--- src/assert_macros.svh ---
// Concurrent check helpers; expect clk and rst_n in scope.
`ifndef ASSERT_MACROS_SVH
`define ASSERT_MACROS_SVH

`define CHECK_NEVER(label, expr, msg) \
    label: assert property (@(posedge clk) disable iff (!rst_n) !(expr)) else $error(msg);

`define CHECK_IMPLY(label, ante, cons, msg) \
    label: assert property (@(posedge clk) disable iff (!rst_n) (ante) |-> (cons)) \
        else $error(msg);

`define CHECK_NEXT(label, ante, cons, msg) \
    label: assert property (@(posedge clk) disable iff (!rst_n) (ante) |=> (cons)) \
        else $error(msg);

`endif

--- src/aigsim_pkg.sv ---
`default_nettype none

package aigsim_pkg;

    localparam int LIT_W       = 13;
    localparam int VAR_W       = 12;
    localparam int INDEX_W     = 12;
    localparam int PORT_WORD_W = 64;
    localparam int RECIP_SHIFT = 24;
    localparam int QUEUE_DEPTH = 2;
    localparam int QPTR_W      = $clog2(QUEUE_DEPTH);

    typedef enum logic [1:0] {
        KIND_INPUT  = 2'd0,
        KIND_AND    = 2'd1,
        KIND_OUTPUT = 2'd2
    } aigsim_kind_t;

    typedef struct packed {
        aigsim_kind_t kind;
        logic         comp0;
        logic         comp1;
        logic         zero0;
        logic         zero1;
        logic         last;
    } aigsim_ctl_t;

endpackage

`default_nettype wire

--- src/aigsim_front.sv ---
`default_nettype none
`include "assert_macros.svh"

module aigsim_front
    import aigsim_pkg::*;
#(
    parameter int MAX_OBJECTS = 4096,
    parameter int SIM_BITS    = 64
)
(
    input  wire logic                           clk,
    input  wire logic                           rst_n,
    input  wire logic                           in_valid,
    output logic                                in_stall,
    input  wire logic [LIT_W-1:0]               fanin0_literal,
    input  wire logic [LIT_W-1:0]               fanin1_literal,
    input  wire logic [PORT_WORD_W-1:0]         pattern_word,
    input  wire logic                           last_in_round,
    output logic                                push_valid,
    input  wire logic                           push_full,
    output aigsim_ctl_t                         push_ctl,
    output logic [$clog2(MAX_OBJECTS)-1:0]      push_idx,
    output logic [$clog2(MAX_OBJECTS)-1:0]      push_var0,
    output logic [$clog2(MAX_OBJECTS)-1:0]      push_var1,
    output logic [SIM_BITS-1:0]                 push_pattern
);

    localparam int IDX_W  = $clog2(MAX_OBJECTS);
    localparam int PROD_W = VAR_W + RECIP_SHIFT;
    localparam logic [PROD_W-1:0] RECIP  = PROD_W'((1 << RECIP_SHIFT) / MAX_OBJECTS);
    localparam logic [31:0]       MAX_L  = 32'(MAX_OBJECTS);
    localparam logic [IDX_W-1:0]  ONE    = IDX_W'(1);
    localparam logic [IDX_W-1:0]  TOP_IX = IDX_W'(MAX_OBJECTS - 1);

    logic                  f_valid_reg;
    logic [IDX_W-1:0]      next_obj_reg;
    logic [IDX_W-1:0]      next_obj_next;
    logic [IDX_W-1:0]      f_idx_reg;
    aigsim_kind_t          f_kind_reg;
    logic                  f_c0_reg;
    logic                  f_c1_reg;
    logic                  f_last_reg;
    logic [VAR_W-1:0]      f_v0_reg;
    logic [VAR_W-1:0]      f_v1_reg;
    logic [VAR_W-1:0]      f_q0_reg;
    logic [VAR_W-1:0]      f_q1_reg;
    logic [SIM_BITS-1:0]   f_pat_reg;

    logic                  accept;
    logic                  f_load;
    aigsim_kind_t          kind_c;
    logic [PROD_W-1:0]     prod0;
    logic [PROD_W-1:0]     prod1;
    logic [31:0]           rem0;
    logic [31:0]           rem1;
    logic [31:0]           red0;
    logic [31:0]           red1;

    assign in_stall = f_valid_reg && push_full;
    assign accept   = in_valid && !in_stall;
    assign f_load   = !f_valid_reg || !push_full;

    // Quotient estimate by reciprocal; corrected below after the register.
    assign prod0 = PROD_W'(fanin0_literal[LIT_W-1:1]) * RECIP;
    assign prod1 = PROD_W'(fanin1_literal[LIT_W-1:1]) * RECIP;

    always_comb
    begin
        if (fanin0_literal == '0)
        begin
            kind_c = KIND_INPUT;
        end
        else if (fanin1_literal == '0)
        begin
            kind_c = KIND_OUTPUT;
        end
        else
        begin
            kind_c = KIND_AND;
        end
    end

    always_comb
    begin
        if (last_in_round || next_obj_reg == TOP_IX)
        begin
            next_obj_next = ONE;
        end
        else
        begin
            next_obj_next = next_obj_reg + ONE;
        end
    end

    always_ff @(posedge clk or negedge rst_n)
    begin
        if (!rst_n)
        begin
            f_valid_reg  <= 1'b0;
            next_obj_reg <= ONE;
        end
        else
        begin
            if (f_load)
            begin
                f_valid_reg <= accept;
            end
            if (accept)
            begin
                next_obj_reg <= next_obj_next;
            end
        end
    end

    always_ff @(posedge clk)
    begin
        if (accept)
        begin
            f_idx_reg  <= next_obj_reg;
            f_kind_reg <= kind_c;
            f_c0_reg   <= fanin0_literal[0];
            f_c1_reg   <= fanin1_literal[0];
            f_last_reg <= last_in_round;
            f_v0_reg   <= fanin0_literal[LIT_W-1:1];
            f_v1_reg   <= fanin1_literal[LIT_W-1:1];
            f_q0_reg   <= prod0[PROD_W-1 -: VAR_W];
            f_q1_reg   <= prod1[PROD_W-1 -: VAR_W];
            f_pat_reg  <= pattern_word[SIM_BITS-1:0];
        end
    end

    assign rem0 = 32'(f_v0_reg) - 32'(f_q0_reg) * MAX_L;
    assign rem1 = 32'(f_v1_reg) - 32'(f_q1_reg) * MAX_L;
    assign red0 = (rem0 >= MAX_L) ? rem0 - MAX_L : rem0;
    assign red1 = (rem1 >= MAX_L) ? rem1 - MAX_L : rem1;

    assign push_valid     = f_valid_reg && !push_full;
    assign push_idx       = f_idx_reg;
    assign push_var0      = red0[IDX_W-1:0];
    assign push_var1      = red1[IDX_W-1:0];
    assign push_pattern   = f_pat_reg;
    assign push_ctl.kind  = f_kind_reg;
    assign push_ctl.comp0 = f_c0_reg;
    assign push_ctl.comp1 = f_c1_reg;
    assign push_ctl.zero0 = (red0 == '0);
    assign push_ctl.zero1 = (red1 == '0);
    assign push_ctl.last  = f_last_reg;

    `CHECK_IMPLY(f_idx_nonzero, f_valid_reg, f_idx_reg != '0, "object index zero")

endmodule

`default_nettype wire

--- config.mk ---
export PLATFORM = sky130hd
export DESIGN_NAME = aigsim_front
export DESIGN_NICKNAME = d
export VERILOG_FILES = /design/src/aigsim_pkg.sv /design/src/aigsim_front.sv
export VERILOG_INCLUDE_DIRS = /design/src /design/src/src
export SDC_FILE = /design/constraint.sdc
export NUM_CORES = 1
export LEC_CHECK = 0
export ABC_AREA = 1
export BUFFER_PORTS_ARGS = -buffer_cell sky130_fd_sc_hd__buf_2
export CORE_ASPECT_RATIO = 1.2
export CORE_MARGIN = 2
export CORE_UTILIZATION = 41
export DETAILED_ROUTE_END_ITERATION = 10
export GPL_ROUTABILITY_DRIVEN = 0
export HOLD_SLACK_MARGIN = 0.1
export PLACE_DENSITY = 0.76
export SLEW_MARGIN = 15
export SYNTH_ARGS = -nofsm -noshare
export SYNTH_HDL_FRONTEND = slang
export SYNTH_SLANG_ARGS = --single-unit
--- constraint.sdc ---
create_clock -name clk -period 1.6 [get_ports clk]
set_input_delay 0.32 -clock clk [delete_from_list [all_inputs] [get_ports clk]]
set_output_delay 0.32 -clock clk [all_outputs]
set_load 0.005 [all_outputs]
==> flow_metrics.env, run 1 <==
export IMPL_endpoint="push_ctl[2]"
export IMPL_cts_clk_slew_worst_paths_ns=0.05
export IMPL_portBuffers=203
export IMPL_avgSynthCellArea_um2=17.5
export IMPL_drcViolationCount=0
export IMPL_worstPathMaxFanout=2
export IMPL_grt_first_pass_wirelength_um=15500
export IMPL_syn2layout_area_growth_pct=61.3
export IMPL_maxSlewViolCount=0
export IMPL_finalCritPeriodShare_pct=113
export IMPL_r2r_start="next_obj_reg[0]"
export IMPL_synth_ff_latch_count=118
export IMPL_ir_worst_vdd_mv=0.755
export IMPL_yosysWarnings=0
export IMPL_power_density_mw_per_mm2=1170
export IMPL_viasPerCell=4.66
export IMPL_period_needed_ns=1.80
export IMPL_synth_edf_count=105
export IMPL_fmax_mhz=554
export IMPL_ant_nets=0
export IMPL_worst_pin_slew_ns=0.319
export IMPL_grt_max_degree=34
export IMPL_die_x_um=95.4
export IMPL_cap_violations=0
export IMPL_hold_violations=0
export IMPL_setup_tns_ns=-0.313
export IMPL_core_area_mm2=0.00991
export IMPL_startpoint="f_v0_reg[9]"
export IMPL_slew_limit_headroom_pct=78.7
export IMPL_start_kind="flip-flop"
export IMPL_synth_ff_type="edfxtp_1"
export IMPL_wl_um=11600
export IMPL_largest_register_ffs=64
export IMPL_cts_buffers=17
export IMPL_cts_buffer_depth=2
export IMPL_min_path_type="input pin to flip-flop"
export IMPL_netlist_area_mm2=0.00411
export IMPL_post_route_worst_setup_slack_ns=-0.205
export IMPL_htreeDepth=4
export IMPL_post_place_ws_ns=0.0725
export IMPL_grt_overflow_total=0
export IMPL_seq_area_frac_synth_pct=84.7
export IMPL_clk_latency_ns=0.40
export IMPL_wl_per_cell_um=17.2
export IMPL_critPathCaptureType="output pin"
export IMPL_worstPathArrival_ns=1.48
export IMPL_dp_hpwl_um=7300
export IMPL_yosys_cell_types_count=30
export IMPL_async_flop_share_pct=11.0
export IMPL_ff2ff_setup_slack_ns=0.08
export IMPL_grt_pass1_vias=3057
export IMPL_rows=40
export IMPL_fin_total_pwr_mw=7.76
export IMPL_die_h_um=114
export IMPL_violations="negative setup slack"
export IMPL_status="complete, but fails checks"
export IMPL_finClkSkew_ns=0.0157
export IMPL_syn_nets=331
export IMPL_rsz0062_at_grt="true"
export IMPL_start_util_pct=41.5
export IMPL_p_leak_nw=2.85
export IMPL_whs_ns=0.118
export IMPL_grtUsageTotal_pct=19.9
export IMPL_critPathRequiredTime_ns=1.28
export IMPL_reg2reg_depth=8
export IMPL_die_area_mm2=0.0108
export IMPL_firstDrtPassIters=4
export IMPL_antenna_found_initial=1
export IMPL_cts_sinks=118
export IMPL_timing_rr_end="next_obj_reg[9]"
export IMPL_root_buffer="clkbuf_16"
export IMPL_path_class="flip-flop to output pin"
export IMPL_final_nets=630
export IMPL_ioPinCount=204
export IMPL_via_count=3141
export IMPL_cts_tree="done"
export IMPL_drt_first_iter_violations=146
export IMPL_finalSetupViolCount=2
export IMPL_syn_inst=235
export IMPL_drive_gt1_share_pct=47.7
critical path, stage by stage, from the launching register on:
cell and delay, ns:
edfxtp_1 0.42, nor4_2 0.36, and3_1 0.21, buf_2 0.11
cell usage after synthesis, types with 2 or more instances:
master      n  area share (%)
edfxtp_1  105              77
nand2_1    23             2.1
nor2_1     22             2.0
inv_1      16             1.5
dfrtp_1    12             7.3
nor4_1      7             1.1
nand3_1     6            0.73
nor2_2      5            0.76
o21ai_0     5            0.61
xor2_1      4            0.85
buf_4       3            0.55
nand2_2     3            0.46
nand3_2     3            0.73
and3_1      2            0.30
nand2_4     2            0.55
nand4_1     2            0.30
or2_0       2            0.30
metrics by stage:
| step | utilization (%) | instances | area (um^2) |
|---|---|---|---|
| 2_1_floorplan | - | 235 | 4110 |
| 5_1_grt | 66.9 | 674 | 6630 |
| 6_report | 66.9 | 674 | 6630 |
| 3_5_place_dp | 53.8 | 565 | 5330 |
| 3_3_place_gp | 53.8 | 565 | 5330 |
| 4_1_cts | 65.5 | 660 | 6490 |
layout by cell type (no fill, tap or decap), types with 4 or more instances in the layout:
cell             n
o21ai_0          5
buf_4            6
nor2_2           5
xor2_1           4
dfrtp_1         12
dlygate4sd3_1   71
edfxtp_1       105
nand3_1          6
buf_2          203
clkbuf_16       17
nor2_1          22
inv_1           16
clkinv_1         4
nor4_1           4
clkinv_2         4
nand2_1         23
layout make-up:
cell class                      instances  area (um^2)
Fill cell                             683         3280
Multi-Input combinational cell         96          553
Clock buffer                           20          437
Inverter                               18         80.1
Timing Repair Buffer                  283         1830
Clock inverter                         12         87.6
Antenna cell                            1         2.50
Tap cell                              126          158
Sequential cell                       118         3480
power by group:
part,total (mW),switching (mW),internal [mW]
Clock,3.34,1.24,2.09
Combinational,0.718,0.337,0.382
Sequential,3.70,0.0965,3.61
repair_timing:
| item | 4_1_cts | 5_1_grt |
|---|---|---|
| pin swaps | 2 | 3 |
| resized for setup | 2 | 2 |
| endpoints found under the setup margin | 2 | 12 |
| hold endpoints to repair | 73 | 10 |
| hold buffers | 61 | 10 |
| setup buffers | 2 | 3 |
cells by family (layout without fill, tap and decap cells):
| kind of cell | Yosys count | after routing | share of synthesized area, % |
|---|---|---|---|
| AO/OA/AOI/OAI | 7 | 7 | 0.913 |
| buffers and inverters | 21 | 333 | 2.38 |
| flip-flops | 118 | 118 | 84.7 |
| XOR/XNOR | 5 | 5 | 1.07 |
| adder cells (fa/ha/maj) | 1 | 1 | 0.304 |
| other | 0 | 1 | 0 |
| AND/OR/NAND/NOR | 83 | 83 | 10.7 |
per-layer routing:
metal	share of wire (%)	vias up	track usage [%]
li1	-	1457	-
met1	34	1529	18.7
met3	9.1	14	9.64
met4	1.4	0	7.81
met2	56	141	36.2
met5	0	-	0
how the worst min path moves through the flow:
| stage | start | end | slack [ns] | cells after the start |
|---|---|---|---|---|
| CTS | pattern_word[3] | push_pattern[3] | 0.10 | 1 |
| floorplan | rst_n | f_valid_reg | 0.02 | 0 |
| detailed placement | rst_n | next_obj_reg[7] | 0.23 | 1 |
| finish | fanin1_literal[12] | f_v1_reg[11] | 0.12 | 1 |
| global placement | rst_n | f_valid_reg | 0.23 | 1 |
| global route | fanin0_literal[6] | f_v0_reg[5] | 0.10 | 1 |
Note: power is estimated with default switching activity, not from simulation.
==> run 2: changes to the inputs <==
--- a/config.mk
+++ b/config.mk
@@ -8,8 +8,7 @@
 export LEC_CHECK = 0
 export ABC_AREA = 1
 export BUFFER_PORTS_ARGS = -buffer_cell sky130_fd_sc_hd__buf_2
-export CORE_ASPECT_RATIO = 1.2
-export CORE_MARGIN = 2
+export CORE_MARGIN = 4
 export CORE_UTILIZATION = 41
 export DETAILED_ROUTE_END_ITERATION = 10
 export GPL_ROUTABILITY_DRIVEN = 0
==> flow_metrics.env, run 2 (synthesized netlist as in run 1, its figures left out) <==
export IMPL_status="complete, but fails checks"
export IMPL_violations="negative setup slack"
export IMPL_die_x_um=108
export IMPL_p_clk_share_pct=46.0
export IMPL_critPathCaptureType="output pin"
export IMPL_ant_nets=0
export IMPL_layout_commonest_cell="buf_2"
export IMPL_cap_violations=0
export IMPL_grtUsageTotal_pct=20.7
export IMPL_grt_max_degree=30
export IMPL_core_area_mm2=0.00977
export IMPL_period_needed_ns=1.84
export IMPL_cts_buffers=17
export IMPL_largest_register_ffs=64
export IMPL_die_area_mm2=0.0117
export IMPL_worstPathMaxFanout=2
export IMPL_grt_pass1_vias=3358
export IMPL_wl_per_cell_um=17.1
export IMPL_p_int_mw=6.54
export IMPL_root_buffer="clkbuf_8"
export IMPL_cts_tree="done"
export IMPL_grt_first_pass_wirelength_um=17900
export IMPL_via_count=3245
export IMPL_hold_violations=0
export IMPL_hold_depth=3
export IMPL_post_route_worst_setup_slack_ns=-0.235
export IMPL_firstDrtPassIters=4
export IMPL_critical_path_cell_chain="nor4_2, and3_1, buf_2"
export IMPL_worstPathArrival_ns=1.52
export IMPL_slowest_stage="edfxtp_1"
export IMPL_finalCritPeriodShare_pct=115
export IMPL_drcViolationCount=0
export IMPL_drt_first_iter_violations=159
export IMPL_cp_top_family="simple AND/OR/NAND/NOR gates"
export IMPL_fill_cells=625
export IMPL_wl_um=12000
export IMPL_ff2ff_setup_slack_ns=0.15
export IMPL_p_leak_nw=2.98
export IMPL_path_depth=3
export IMPL_rsz0062_at_grt="true"
export IMPL_ir_worst_vdd_mv=0.519
export IMPL_final_nets=652
export IMPL_critical_path_buf_inv_count=1
export IMPL_cts_buffer_depth=2
export IMPL_dpl_instance_area_mm2=0.00535
export IMPL_htreeDepth=4
export IMPL_final_cell_area_mm2=0.00694
export IMPL_finalSetupViolCount=2
export IMPL_antenna_found_initial=0
export IMPL_cts_sinks=118
export IMPL_viasPerCell=4.62
export IMPL_start_kind="flip-flop"
export IMPL_min_path_type="input pin to flip-flop"
export IMPL_syn2layout_area_growth_pct=68.8
export IMPL_power_switching_mw=1.74
export IMPL_slew_limit_headroom_pct=79.0
export IMPL_ioPinCount=204
export IMPL_path_class="flip-flop to output pin"
export IMPL_power_density_mw_per_mm2=1190
export IMPL_portBuffers=203
export IMPL_cts_clk_slew_worst_paths_ns=0.06
export IMPL_maxSlewViolCount=0
export IMPL_rows=36
export IMPL_start_util_pct=42.0
export IMPL_finClkSkew_ns=0.00802
export IMPL_die_h_um=108
export IMPL_clk_latency_ns=0.50
export IMPL_reg2reg_depth=8
export IMPL_switching_share_pct=21.0
export IMPL_cpPeakStageDelay_ns=0.43
export IMPL_critPathRequiredTime_ns=1.28
export IMPL_grt_overflow_total=0
export IMPL_post_place_ws_ns=0.0820
export IMPL_dp_hpwl_um=7310
export IMPL_drive_gt1_share_pct=46.7
export IMPL_pwr_share_comb_pct=9.2
export IMPL_worst_pin_slew_ns=0.315
export IMPL_diodes=0
export IMPL_final_cell_mix="buf_2 (203), edfxtp_1 (105), dlygate4sd3_1 (93)"
export IMPL_seqPwrFrac_pct=44.7
export IMPL_fmax_mhz=545
-- run 2: changes by cell type in the layout (fill, tap and decap cells not counted), sizes merged --
cell,before,now
dlygate4sd3,71,93
bufinv,1,4
inv,17,18
clkinv,9,7
clkbuf,20,18
diode,1,0
-- run 2: timing repair --
| action | 4_1_cts | 5_1_grt |
|---|---|---|
| endpoints found under the setup margin | 2 | 12 |
| hold buffers | 93 | 0 |
| resized for setup | 1 | 4 |
| pin swaps | 2 | 5 |
| buffers inserted | 3 | 1 |
| hold endpoints to repair | 105 | 0 |
-- run 2: cell type report --
type,count,area [um^2],area share [%]
clock buffer,18,418,6.02
timing repair buffer,305,2050,29.6
sequential,118,3480,50.2
inverter,18,80.1,1.15
multi-input combinational,96,559,8.06
clock inverter,14,183,2.63
tap,133,166,2.40
-- run 2: per-stage QoR --
stage	hold slack, ns	power [mW]	TNS, ns	utilization (%)	std cells
2_1_floorplan	0.0244	3.92	0	-	235
3_3_place_gp	0.219	4.28	0	54.7	573
3_5_place_dp	0.231	4.30	0	54.7	573
4_1_cts	0.104	8.29	-0.446	70.7	701
5_1_grt	0.121	8.58	-0.648	71.0	702
6_report	0.126	8.27	-0.448	71.0	702
-- run 2: power by group through the flow --
stage / Sequential (mW) / Clock (mW) / Combinational [mW]
finish: 3.70 / 3.81 / 0.765
global route: 3.72 / 4.04 / 0.828
CTS: 3.69 / 3.85 / 0.743
detailed placement: 3.75 / 0 / 0.552
global placement: 3.75 / 0 / 0.538
floorplan: 3.76 / 0 / 0.157
-- run 2: final timing paths --
kind,end,start
min in group asynchronous,f_valid_reg,rst_n
setup reg to reg,next_obj_reg[9],next_obj_reg[0]
max in group asynchronous,next_obj_reg[0],rst_n
hold reg to reg,push_idx[4],next_obj_reg[4]
hold / removal,f_valid_reg,in_valid
setup / recovery,push_ctl[2],f_v0_reg[8]
-- run 2: worst min-delay path: cells and delay by family --
family	cells	cell delay [ns]
simple gates	2	0.17
buf+inv	1	0.10
-- run 2: routing by layer --
metal	GRT usage (%)	up-vias	part of all wire (%)	routed length (um)
li1	-	1501	-	-
met1	20.9	1560	34	4040
met2	38.9	155	56	6680
met3	6.03	29	7.8	939
met4	9.29	0	2.7	324
met5	0	-	0	0
