[src/assert_macros.svh]
// Concurrent check helpers; expect clk and rst_n in scope.
`ifndef ASSERT_MACROS_SVH
`define ASSERT_MACROS_SVH

`define CHECK_NEVER(label, expr, msg) \
    label: assert property (@(posedge clk) disable iff (!rst_n) !(expr)) else $error(msg);

`define CHECK_IMPLY(label, ante, cons, msg) \
    label: assert property (@(posedge clk) disable iff (!rst_n) (ante) |-> (cons)) \
        else $error(msg);

`define CHECK_NEXT(label, ante, cons, msg) \
    label: assert property (@(posedge clk) disable iff (!rst_n) (ante) |=> (cons)) \
        else $error(msg);

`endif

[src/aigsim_pkg.sv]
`default_nettype none

package aigsim_pkg;

    localparam int LIT_W       = 13;
    localparam int VAR_W       = 12;
    localparam int INDEX_W     = 12;
    localparam int PORT_WORD_W = 64;
    localparam int RECIP_SHIFT = 24;
    localparam int QUEUE_DEPTH = 2;
    localparam int QPTR_W      = $clog2(QUEUE_DEPTH);

    typedef enum logic [1:0] {
        KIND_INPUT  = 2'd0,
        KIND_AND    = 2'd1,
        KIND_OUTPUT = 2'd2
    } aigsim_kind_t;

    typedef struct packed {
        aigsim_kind_t kind;
        logic         comp0;
        logic         comp1;
        logic         zero0;
        logic         zero1;
        logic         last;
    } aigsim_ctl_t;

endpackage

`default_nettype wire

[src/aigsim_queue.sv]
`default_nettype none
`include "assert_macros.svh"

module aigsim_queue
    import aigsim_pkg::*;
#(
    parameter int WIDTH = 8
)
(
    input  wire logic             clk,
    input  wire logic             rst_n,
    input  wire logic             push_valid,
    input  wire logic [WIDTH-1:0] push_data,
    output logic                  full,
    output logic                  pop_valid,
    input  wire logic             pop_ready,
    output logic [WIDTH-1:0]      pop_data
);

    localparam int CNT_W = QPTR_W + 1;

    logic [WIDTH-1:0]  entry_reg [QUEUE_DEPTH];
    logic [QPTR_W-1:0] wr_ptr_reg;
    logic [QPTR_W-1:0] rd_ptr_reg;
    logic [CNT_W-1:0]  count_reg;
    logic [CNT_W-1:0]  count_next;
    logic              pop;

    assign full      = (count_reg == CNT_W'(QUEUE_DEPTH));
    assign pop_valid = (count_reg != '0);
    assign pop       = pop_valid && pop_ready;
    assign pop_data  = entry_reg[rd_ptr_reg];

    always_comb
    begin
        count_next = count_reg;
        if (push_valid && !pop)
        begin
            count_next = count_reg + CNT_W'(1);
        end
        else if (!push_valid && pop)
        begin
            count_next = count_reg - CNT_W'(1);
        end
    end

    always_ff @(posedge clk or negedge rst_n)
    begin
        if (!rst_n)
        begin
            wr_ptr_reg <= '0;
            rd_ptr_reg <= '0;
            count_reg  <= '0;
        end
        else
        begin
            count_reg <= count_next;
            if (push_valid)
            begin
                wr_ptr_reg <= wr_ptr_reg + QPTR_W'(1);
            end
            if (pop)
            begin
                rd_ptr_reg <= rd_ptr_reg + QPTR_W'(1);
            end
        end
    end

    always_ff @(posedge clk)
    begin
        if (push_valid)
        begin
            entry_reg[wr_ptr_reg] <= push_data;
        end
    end

    `CHECK_NEVER(q_no_overflow, push_valid && full, "request pushed into full queue")

endmodule

`default_nettype wire

[config.mk]
export PLATFORM = sky130hd
export DESIGN_NAME = aigsim_queue
export DESIGN_NICKNAME = d
export VERILOG_FILES = /design/src/aigsim_pkg.sv /design/src/aigsim_queue.sv
export VERILOG_INCLUDE_DIRS = /design/src /design/src/src
export SDC_FILE = /design/constraint.sdc
export NUM_CORES = 1
export LEC_CHECK = 0
export ABC_AREA = 1
export ABC_CLOCK_PERIOD_IN_PS = 1300
export BUFFER_PORTS_ARGS = -buffer_cell sky130_fd_sc_hd__buf_2
export CORE_UTILIZATION = 36
export DETAILED_ROUTE_END_ITERATION = 6
export HOLD_SLACK_MARGIN = 0.06
export SYNTH_ARGS = -nofsm -noshare
export SYNTH_HDL_FRONTEND = slang
export SYNTH_SLANG_ARGS = --single-unit
[constraint.sdc]
create_clock -name clk -period 1.3 [get_ports clk]
set_input_delay 0.26 -clock clk [delete_from_list [all_inputs] [get_ports clk]]
set_output_delay 0.26 -clock clk [all_outputs]
set_load 0.03 [all_outputs]
==> results of run 1 <==
## cells by family (layout without fill, tap and decap cells)
kind of cell,Yosys count,count (layout),share of synthesized area (%)
buf+inv,8,39,4.69
xor+xnor,2,2,2.19
fa+ha+maj,1,1,1.56
simple gates,38,38,19.1
flops,20,20,72.5
## final timing paths
| kind | from | to | slack, ps | depth (start not counted) |
|---|---|---|---|---|
| setup / recovery | rd_ptr_reg | pop_data[0] | -90 | 4 |
| hold / removal | push_data[1] | entry_reg[1][1] | 150 | 1 |
| setup reg to reg | count_reg[1] | count_reg[1] | 100 | 8 |
| hold reg to reg | wr_ptr_reg | wr_ptr_reg | 500 | 1 |
| max in group asynchronous | rst_n | rd_ptr_reg | 870 | 2 |
| min in group asynchronous | rst_n | wr_ptr_reg | 300 | 2 |
## stage by stage
stage               setup slack, ps  instances  total power [mW]  area, um^2  util (%)
floorplan                      45.9         69              1.70         806         -
global placement               93.5        119              1.97         956      47.3
detailed placement             30.4        119              2.01         956      47.3
CTS                            -117        126              2.58        1080      53.5
global route                   -136        127              2.88        1150      56.7
finish                        -89.5        127              2.72        1150      56.7
## worst max-delay path, stage by stage (launching register included)
cell     delay, ps
dfrtp_2        460
buf_6          150
nand2_1         50
nand2_1         50
buf_6          130
## power breakdown
| group | internal, mW | switching (mW) | total, mW |
|---|---|---|---|
| clock | 0.111 | 0.174 | 0.285 |
| sequential | 0.875 | 0.0988 | 0.974 |
| combinational | 0.628 | 0.836 | 1.46 |
## per-layer routing
metal  vias to the layer above  global-route usage (%)  routed length (um)
met5                         -                       0                   0
met4                         0                    2.94                   0
met3                         0                    4.67                  63
met2                        11                    19.2                 745
met1                       265                    15.2                 587
li1                        285                       -                   -
## area by class of cell
type,instances,area (um^2)
Clock buffer,3,22.5
Clock inverter,1,3.75
Fill cell,181,876
Inverter,7,31.3
Multi-Input combinational cell,41,243
Sequential cell,20,582
Tap cell,27,33.8
Timing Repair Buffer,28,230
## what timing repair did
item	in CTS	in global routing
hold endpoints to repair	4	0
hold buffers	1	0
setup buffers	2	1
pin swaps	3	9
endpoints found under the setup margin	10	11
gates resized for setup	26	19
## synthesized netlist by cell type
master    number
nand2_2        2
nor2_1         2
nand2_1       31
xnor2_1        1
inv_1          5
edfxtp_1      16
nand4_1        1
buf_6          1
inv_2          2
nand3_1        2
dfrtp_1        4
ha_1           1
xor2_1         1
==> flow_metrics.py, run 1 <==
metrics = {
    "synthesis": {
        "ys_seq_area_share_pct": 72.5,
        "synth_fp_nets": 82,
        "syn_inst": 69,
        "yosysWarnings": 0,
        "yosys-top-cells-area": "edfxtp_1 (60%), nand2_1 (15%), dfrtp_1 (13%), inv_1 (2.3%), ha_1 (1.6%)",
        "ys_seq_elements": 20,
        "postSynthAreaPerCell_um2": 11.6,
        "synth.top_cell.area_share_pct": 60.0,
        "ys_types": 13,
        "synth_top_area_cell": "edfxtp_1",
        "syn_area_um2": 801,
    },
    "route": {
        "drtIter0Drc": 9,
        "routed_via_density": 4.42,
        "drc_errors": 0,
        "ant_nets": 0,
        "wl_per_cell_um": 11.0,
        "routed_wl_um": 1400,
        "drtPass1Iterations": 4,
        "routed-via-count": 561,
    },
    "sta": {
        "maxSlewViolCount": 0,
        "period_needed_ps": 1390,
        "fin_ws_ps": -89.5,
        "timing.final.crit_share_pct": 107,
        "clock.fmax_mhz": 720,
        "slew_headroom_pct": 79.0,
        "tns_ps": -639,
        "worstMarginPinSlew_ps": 315,
        "hold_viol": 0,
        "fin_skew_ps": 4.47,
        "rsz0062_at_grt": "true",
        "final-setup-viol-count": 8,
        "hold_slack_ps": 153,
    },
    "clocking": {
        "h-tree-depth": 1,
        "worstSkewPairLatency_ps": 290,
        "clock_sinks": 20,
        "clockRootBuffer": "clkbuf_4",
        "cts_tree": "done",
        "clk_pin_slew_ps": 110,
        "cts_max_path_buffers": 2,
        "numCtsBuffers": 3,
    },
    "global_routing": {
        "grt_pass1_vias": 498,
        "grt_use_total_pct": 12.0,
        "grt_start_max_net_pins": 12,
        "antenna_found_initial": 0,
        "grt_pass1_wl_um": 2120,
        "overflow": 0,
    },
    "cells_and_area": {
        "antenna_cells": 0,
        "drive_above_1_share_pct": 52.0,
        "largest_reg_flops": 16,
        "final_cell_mix": "nand2_1 (17), edfxtp_1 (16), nand2_2 (14)",
        "area_delta_synth_final_pct": 43.1,
        "final_common_cell": "nand2_1",
        "final_nets": 114,
    },
    "die": {
        "die_w_um": 49.2,
        "start_util_pct": 39.6,
        "die_y_um": 49.2,
        "row_count": 16,
        "core-area_mm2": 0.00202,
        "die_area_mm2": 0.00242,
        "io_pins": 22,
    },
    "critical_path": {
        "startpoint_type": "register",
        "cp_max_fo": 5,
        "cp_data_required_time_ps": 1040,
        "setup.worst_path.class": "register to output port",
        "crit_path_end_kind": "output port",
        "cp.arrival_ps": 1130,
    },
    "run_status": {
        "violations": "setup timing",
        "status": "complete, but fails checks",
    },
    "place": {
        "gp_congestion": 0.680,
        "port_buffers": 21,
        "dp_hpwl_um": 954,
    },
    "power_and_ir_drop": {
        "p_leak_nw": 0.517,
        "power.density_mw_per_mm2": 2380,
        "peakVddDrop_uv": 1130,
    },
    "job": {
        "cap_viol_max_count": 0,
    },
    "min_path": {
        "min_path_type": "input pin to register",
    },
}
No activity file was read; power rests on OpenSTA's default activity.
==> run 2, diff against run 1 <==
--- a/config.mk
+++ b/config.mk
@@ -6,8 +6,7 @@
 export SDC_FILE = /design/constraint.sdc
 export NUM_CORES = 1
 export LEC_CHECK = 0
-export ABC_AREA = 1
-export ABC_CLOCK_PERIOD_IN_PS = 1300
+export ABC_CLOCK_PERIOD_IN_PS = 1600
 export BUFFER_PORTS_ARGS = -buffer_cell sky130_fd_sc_hd__buf_2
 export CORE_UTILIZATION = 36
 export DETAILED_ROUTE_END_ITERATION = 6
==> constraint.sdc (replaced) <==
create_clock -name clk -period 1.6 [get_ports clk]
set_input_delay 0.32 -clock clk [delete_from_list [all_inputs] [get_ports clk]]
set_output_delay 0.32 -clock clk [all_outputs]
set_load 0.03 [all_outputs]
==> flow_metrics.py, run 2 <==
metrics = {
    "critical_path": {
        "path_cells": "buf_4 > mux2_2 > buf_6",
        "slowest_stage": "dfrtp_2",
        "critPathBufInv": 2,
        "crit_path_end_kind": "output port",
        "critical-path-max-stage-delay_ps": 400,
        "startpoint_type": "register",
        "cp_top_family": "flip-flops",
        "cp_max_fo": 3,
        "cp_data_required_time_ps": 1280,
        "cp.arrival_ps": 1300,
        "setup.worst_path.class": "register to output port",
    },
    "global_routing": {
        "grt_pass1_wl_um": 2130,
        "overflow": 0,
        "grt_start_max_net_pins": 13,
        "antenna_found_initial": 0,
        "grt_use_total_pct": 12.2,
        "grt_pass1_vias": 493,
    },
    "sta": {
        "hold_slack_ps": 207,
        "rsz0062_at_grt": "true",
        "final-setup-viol-count": 8,
        "period_needed_ps": 1620,
        "clock.fmax_mhz": 617,
        "maxSlewViolCount": 0,
        "slew_headroom_pct": 75.2,
        "worstMarginPinSlew_ps": 371,
        "fin_skew_ps": 3.71,
        "tns_ps": -98.5,
        "timing.final.crit_share_pct": 101,
        "hold_viol": 0,
        "fin_ws_ps": -21.1,
    },
    "synthesis": {
        "yosysWarnings": 0,
        "synth_fp_nets": 54,
        "synth-async-reset-ratio_pct": 20.0,
        "syn_area_um2": 777,
        "postSynthAreaPerCell_um2": 19.0,
        "ys_types": 13,
        "yosys-top-cells-count": "edfxtp_1 (16), mux2_2 (8), dfrtp_1 (4)",
        "yosys-top-cells-area": "edfxtp_1 (62%), dfrtp_1 (13%), mux2_2 (12%), xor2_1 (3.4%), xnor2_1 (2.3%)",
        "synth.top_cell.area_share_pct": 61.8,
        "ys_seq_area_share_pct": 74.7,
        "synthFlopType": "edfxtp_1",
        "syn_inst": 41,
        "synth_top_area_cell": "edfxtp_1",
        "yosysMostFrequentCell": "edfxtp_1",
        "ys_seq_elements": 20,
        "synth-edff-count": 16,
    },
    "cells_and_area": {
        "antenna_cells": 0,
        "largest_reg_flops": 16,
        "drive_above_1_share_pct": 59.7,
        "final_cell_mix": "edfxtp_1 (16), buf_2 (13), buf_6 (9)",
        "fin_cells": 99,
        "final_cell_area_mm2": 0.00107,
        "final_nets": 86,
        "fin_util_pct": 53.6,
        "final_common_cell": "edfxtp_1",
        "area_delta_synth_final_pct": 38.2,
    },
    "place": {
        "placed_area_um2": 926,
        "port_buffers": 21,
        "pre_cts_slack_ps": 149,
        "gp_congestion": 0.687,
        "dp_hpwl_um": 867,
        "dp.cells": 90,
    },
    "route": {
        "wl_per_cell_um": 12.3,
        "routed-via-count": 426,
        "ant_nets": 0,
        "drtIter0Drc": 2,
        "drtPass1Iterations": 2,
        "routed_wl_um": 1220,
        "drc_errors": 0,
        "routed_via_density": 4.30,
    },
    "power_and_ir_drop": {
        "p_leak_nw": 0.437,
        "p_total_mw": 2.11,
        "peakVddDrop_uv": 993,
        "power.density_mw_per_mm2": 1970,
    },
    "die": {
        "start_util_pct": 38.8,
        "die_area_mm2": 0.00235,
        "io_pins": 22,
        "die_y_um": 48.5,
        "die_w_um": 48.5,
        "row_count": 16,
        "core-area_mm2": 0.00200,
    },
    "clocking": {
        "numCtsBuffers": 3,
        "clock_sinks": 20,
        "cts_tree": "done",
        "clk_pin_slew_ps": 110,
        "clockRootBuffer": "clkbuf_4",
        "cts_max_path_buffers": 2,
        "h-tree-depth": 1,
        "worstSkewPairLatency_ps": 290,
    },
    "run_status": {
        "status": "complete, but fails checks",
        "violations": "setup timing",
    },
    "job": {
        "cap_viol_max_count": 0,
    },
    "min_path": {
        "min_path_type": "input pin to register",
    },
}
run 2: cell count changes after synthesis, moves of 2 or more:
cell	previous run	this run
nand3_1	2	0
nand2_1	31	0
mux2_2	0	8
nand2_2	2	0
inv_2	2	0
inv_1	5	0
xor2_1	1	3
run 2: cell families (layout without fill, tap and decap cells):
kind of cell               count (synthesis)  in the layout  synth area share, %
adders and majority gates                  1              1                 1.61
DFF                                       20             20                 74.7
and+or+nand+nor                            6              6                 5.80
muxes                                      8              8                 11.6
buffers and inverters                      1             32                0.644
xor gates and xnor gates                   5              5                 5.64
run 2: where the power goes:
part	internal (mW)	switching [mW]
combinational	0.459	0.473
clock	0.253	0.148
sequential	0.712	0.0689
total	1.42	0.691
run 2: what timing repair did:
item / 4_1_cts / 5_1_grt
setup endpoints to repair: 8 / 8
pin swaps: 0 / 0
endpoints found under the hold margin: 4 / 0
setup buffers: 4 / 0
hold buffers: 1 / 0
resized for setup: 19 / 1
run 2: routing by layer:
| metal | routed length [um] | GRT usage, % |
|---|---|---|
| met5 | 0 | 0 |
| met4 | 0 | 4.41 |
| met3 | 51 | 3.14 |
| met2 | 614 | 20.7 |
| met1 | 555 | 15.0 |
run 2: worst paths after layout:
check / start / end / slack [ps] / depth (start not counted)
max reg2reg: count_reg[0] / count_reg[1] / 190 / 6
min in group asynchronous: rst_n / count_reg[1] / 350 / 2
min reg2reg: wr_ptr_reg / wr_ptr_reg / 490 / 1
max: rd_ptr_reg / pop_data[2] / -20 / 3
max in group asynchronous: rst_n / rd_ptr_reg / 1120 / 2
min: push_data[5] / entry_reg[1][5] / 210 / 1
run 2: final cells by class:
class,count,area [um^2]
Sequential cell,20,582
Tap cell,27,33.8
Clock buffer,3,22.5
Fill cell,177,928
Multi-Input combinational cell,20,191
Timing Repair Buffer,28,214
Clock inverter,1,30.0
run 2: worst register-to-register path: stages, from the launching register on:
cell and delay, ps:
dfrtp_1 450, or2_4 280, nand2_4 70, ha_1 140, xor2_1 160, nor2_1 70
xor2_1 140
==> run 3, diff against run 2 <==
==> constraint.sdc (replaced) <==
create_clock -name clk -period 1.6 [get_ports clk]
set_input_delay 0.32 -clock clk [delete_from_list [all_inputs] [get_ports clk]]
set_output_delay 0.32 -clock clk [all_outputs]
set_load 0.05 [all_outputs]
==> flow_metrics.py, run 3 (synthesized netlist as in run 2, its figures left out) <==
metrics = {
    "cells_and_area": {
        "n_fill_cell": 183,
        "largest_reg_flops": 16,
        "final_cell_mix": "edfxtp_1 (16), buf_2 (13), buf_6 (10)",
        "final_nets": 85,
        "area_delta_synth_final_pct": 34.3,
        "final_cell_area_mm2": 0.00104,
        "drive_above_1_share_pct": 57.7,
        "antenna_cells": 0,
        "final_common_cell": "edfxtp_1",
    },
    "critical_path": {
        "setup.worst_path.class": "register to output port",
        "cp_max_fo": 5,
        "startpoint_type": "register",
        "critPathBufInv": 2,
        "crit_path_end_kind": "output port",
        "path_cells": "buf_6 > mux2_2 > buf_6",
        "cp_top_family": "flip-flops",
        "slowest_stage": "dfrtp_2",
        "crit_top_cell": "buf_6",
        "critical-path-max-stage-delay_ps": 400,
        "cp.arrival_ps": 1300,
        "cp_data_required_time_ps": 1280,
    },
    "power_and_ir_drop": {
        "p_leak_nw": 0.421,
        "peakVddDrop_uv": 1110,
        "p_total_mw": 2.10,
        "power.density_mw_per_mm2": 2010,
    },
    "die": {
        "die_w_um": 48.5,
        "die_area_mm2": 0.00235,
        "die_y_um": 48.5,
        "start_util_pct": 38.8,
        "row_count": 16,
        "core-area_mm2": 0.00200,
        "io_pins": 22,
    },
    "clocking": {
        "clk_pin_slew_ps": 100,
        "h-tree-depth": 1,
        "cts_tree": "done",
        "worstSkewPairLatency_ps": 280,
        "clock_sinks": 20,
        "cts_max_path_buffers": 2,
        "clockRootBuffer": "clkbuf_4",
        "numCtsBuffers": 3,
    },
    "sta": {
        "clock.fmax_mhz": 616,
        "worstMarginPinSlew_ps": 395,
        "fin_ws_ps": -22.7,
        "period_needed_ps": 1620,
        "fin_skew_ps": 0.912,
        "rsz0062_at_grt": "true",
        "hold_viol": 0,
        "final-setup-viol-count": 8,
        "hold_slack_ps": 217,
        "maxSlewViolCount": 0,
        "timing.final.crit_share_pct": 101,
        "slew_headroom_pct": 73.7,
    },
    "route": {
        "routed_via_density": 4.27,
        "routed_wl_um": 1150,
        "ant_nets": 0,
        "routed-via-count": 418,
        "drtPass1Iterations": 1,
        "drc_errors": 0,
        "drtIter0Drc": 0,
        "wl_per_cell_um": 11.7,
    },
    "place": {
        "placed_area_um2": 926,
        "gp_congestion": 0.691,
        "port_buffers": 21,
        "dp_hpwl_um": 808,
    },
    "global_routing": {
        "grt_use_total_pct": 11.7,
        "grt_start_max_net_pins": 12,
        "overflow": 0,
        "grt_pass1_vias": 453,
        "grt_pass1_wl_um": 2020,
        "antenna_found_initial": 0,
    },
    "min_path": {
        "min_path_type": "input pin to register",
    },
    "job": {
        "cap_viol_max_count": 0,
    },
    "run_status": {
        "status": "complete, but fails checks",
        "violations": "setup timing",
    },
}
run 3: cell count changes in the layout (fill, tap and decap cells not counted), sizes merged:
cell,delta
clkinv,+1
buf,-1
bufinv,-1
run 3: per-layer routing:
| layer | share of wire, % | global-route usage (%) |
|---|---|---|
| met1 | 43 | 13.8 |
| met2 | 53 | 20.9 |
| met3 | 3.9 | 3.14 |
| met4 | 0 | 2.94 |
| met5 | 0 | 0 |
run 3: area by class of cell:
class | instances | area, um^2 | share of cell area, %
clock buffers | 3 | 22.5 | 2.16
repair buffers | 27 | 210 | 20.1
clock inverters | 1 | 3.75 | 0.360
multi-input cells | 20 | 191 | 18.3
flip-flops and latches | 20 | 582 | 55.8
well taps | 27 | 33.8 | 3.24
run 3: what timing repair did:
action | in CTS | in global routing
hold endpoints to repair | 4 | 0
hold buffers | 1 | 0
resized for setup | 20 | 0
setup endpoints to repair | 8 | 8
buffers inserted | 2 | 1
run 3: where the power goes:
group	internal, mW	total (mW)	switching, mW	leakage (nW)
logic	0.455	1.09	0.638	0.209
clock network	0.0904	0.225	0.135	0.0154
registers	0.712	0.778	0.0666	0.196
run 3: final timing paths:
check,from,end,slack [ps],depth (start not counted)
setup / recovery,rd_ptr_reg,pop_data[4],-20,3
hold / removal,push_data[5],entry_reg[1][5],220,1
setup reg to reg,count_reg[0],count_reg[1],190,6
hold reg to reg,wr_ptr_reg,wr_ptr_reg,490,1
max in group asynchronous,rst_n,rd_ptr_reg,1120,2
min in group asynchronous,rst_n,wr_ptr_reg,350,2
run 3: through the flow:
step           std cells  worst slack [ps]  setup TNS, ps  util (%)
4_1_cts               97             -23.1           -145      51.7
6_report              98             -22.7           -110      52.1
3_5_place_dp          90               111              0      46.3
5_1_grt               98             -79.7           -548      52.1
3_3_place_gp          90               137              0      46.3
2_1_floorplan         41               181              0         -
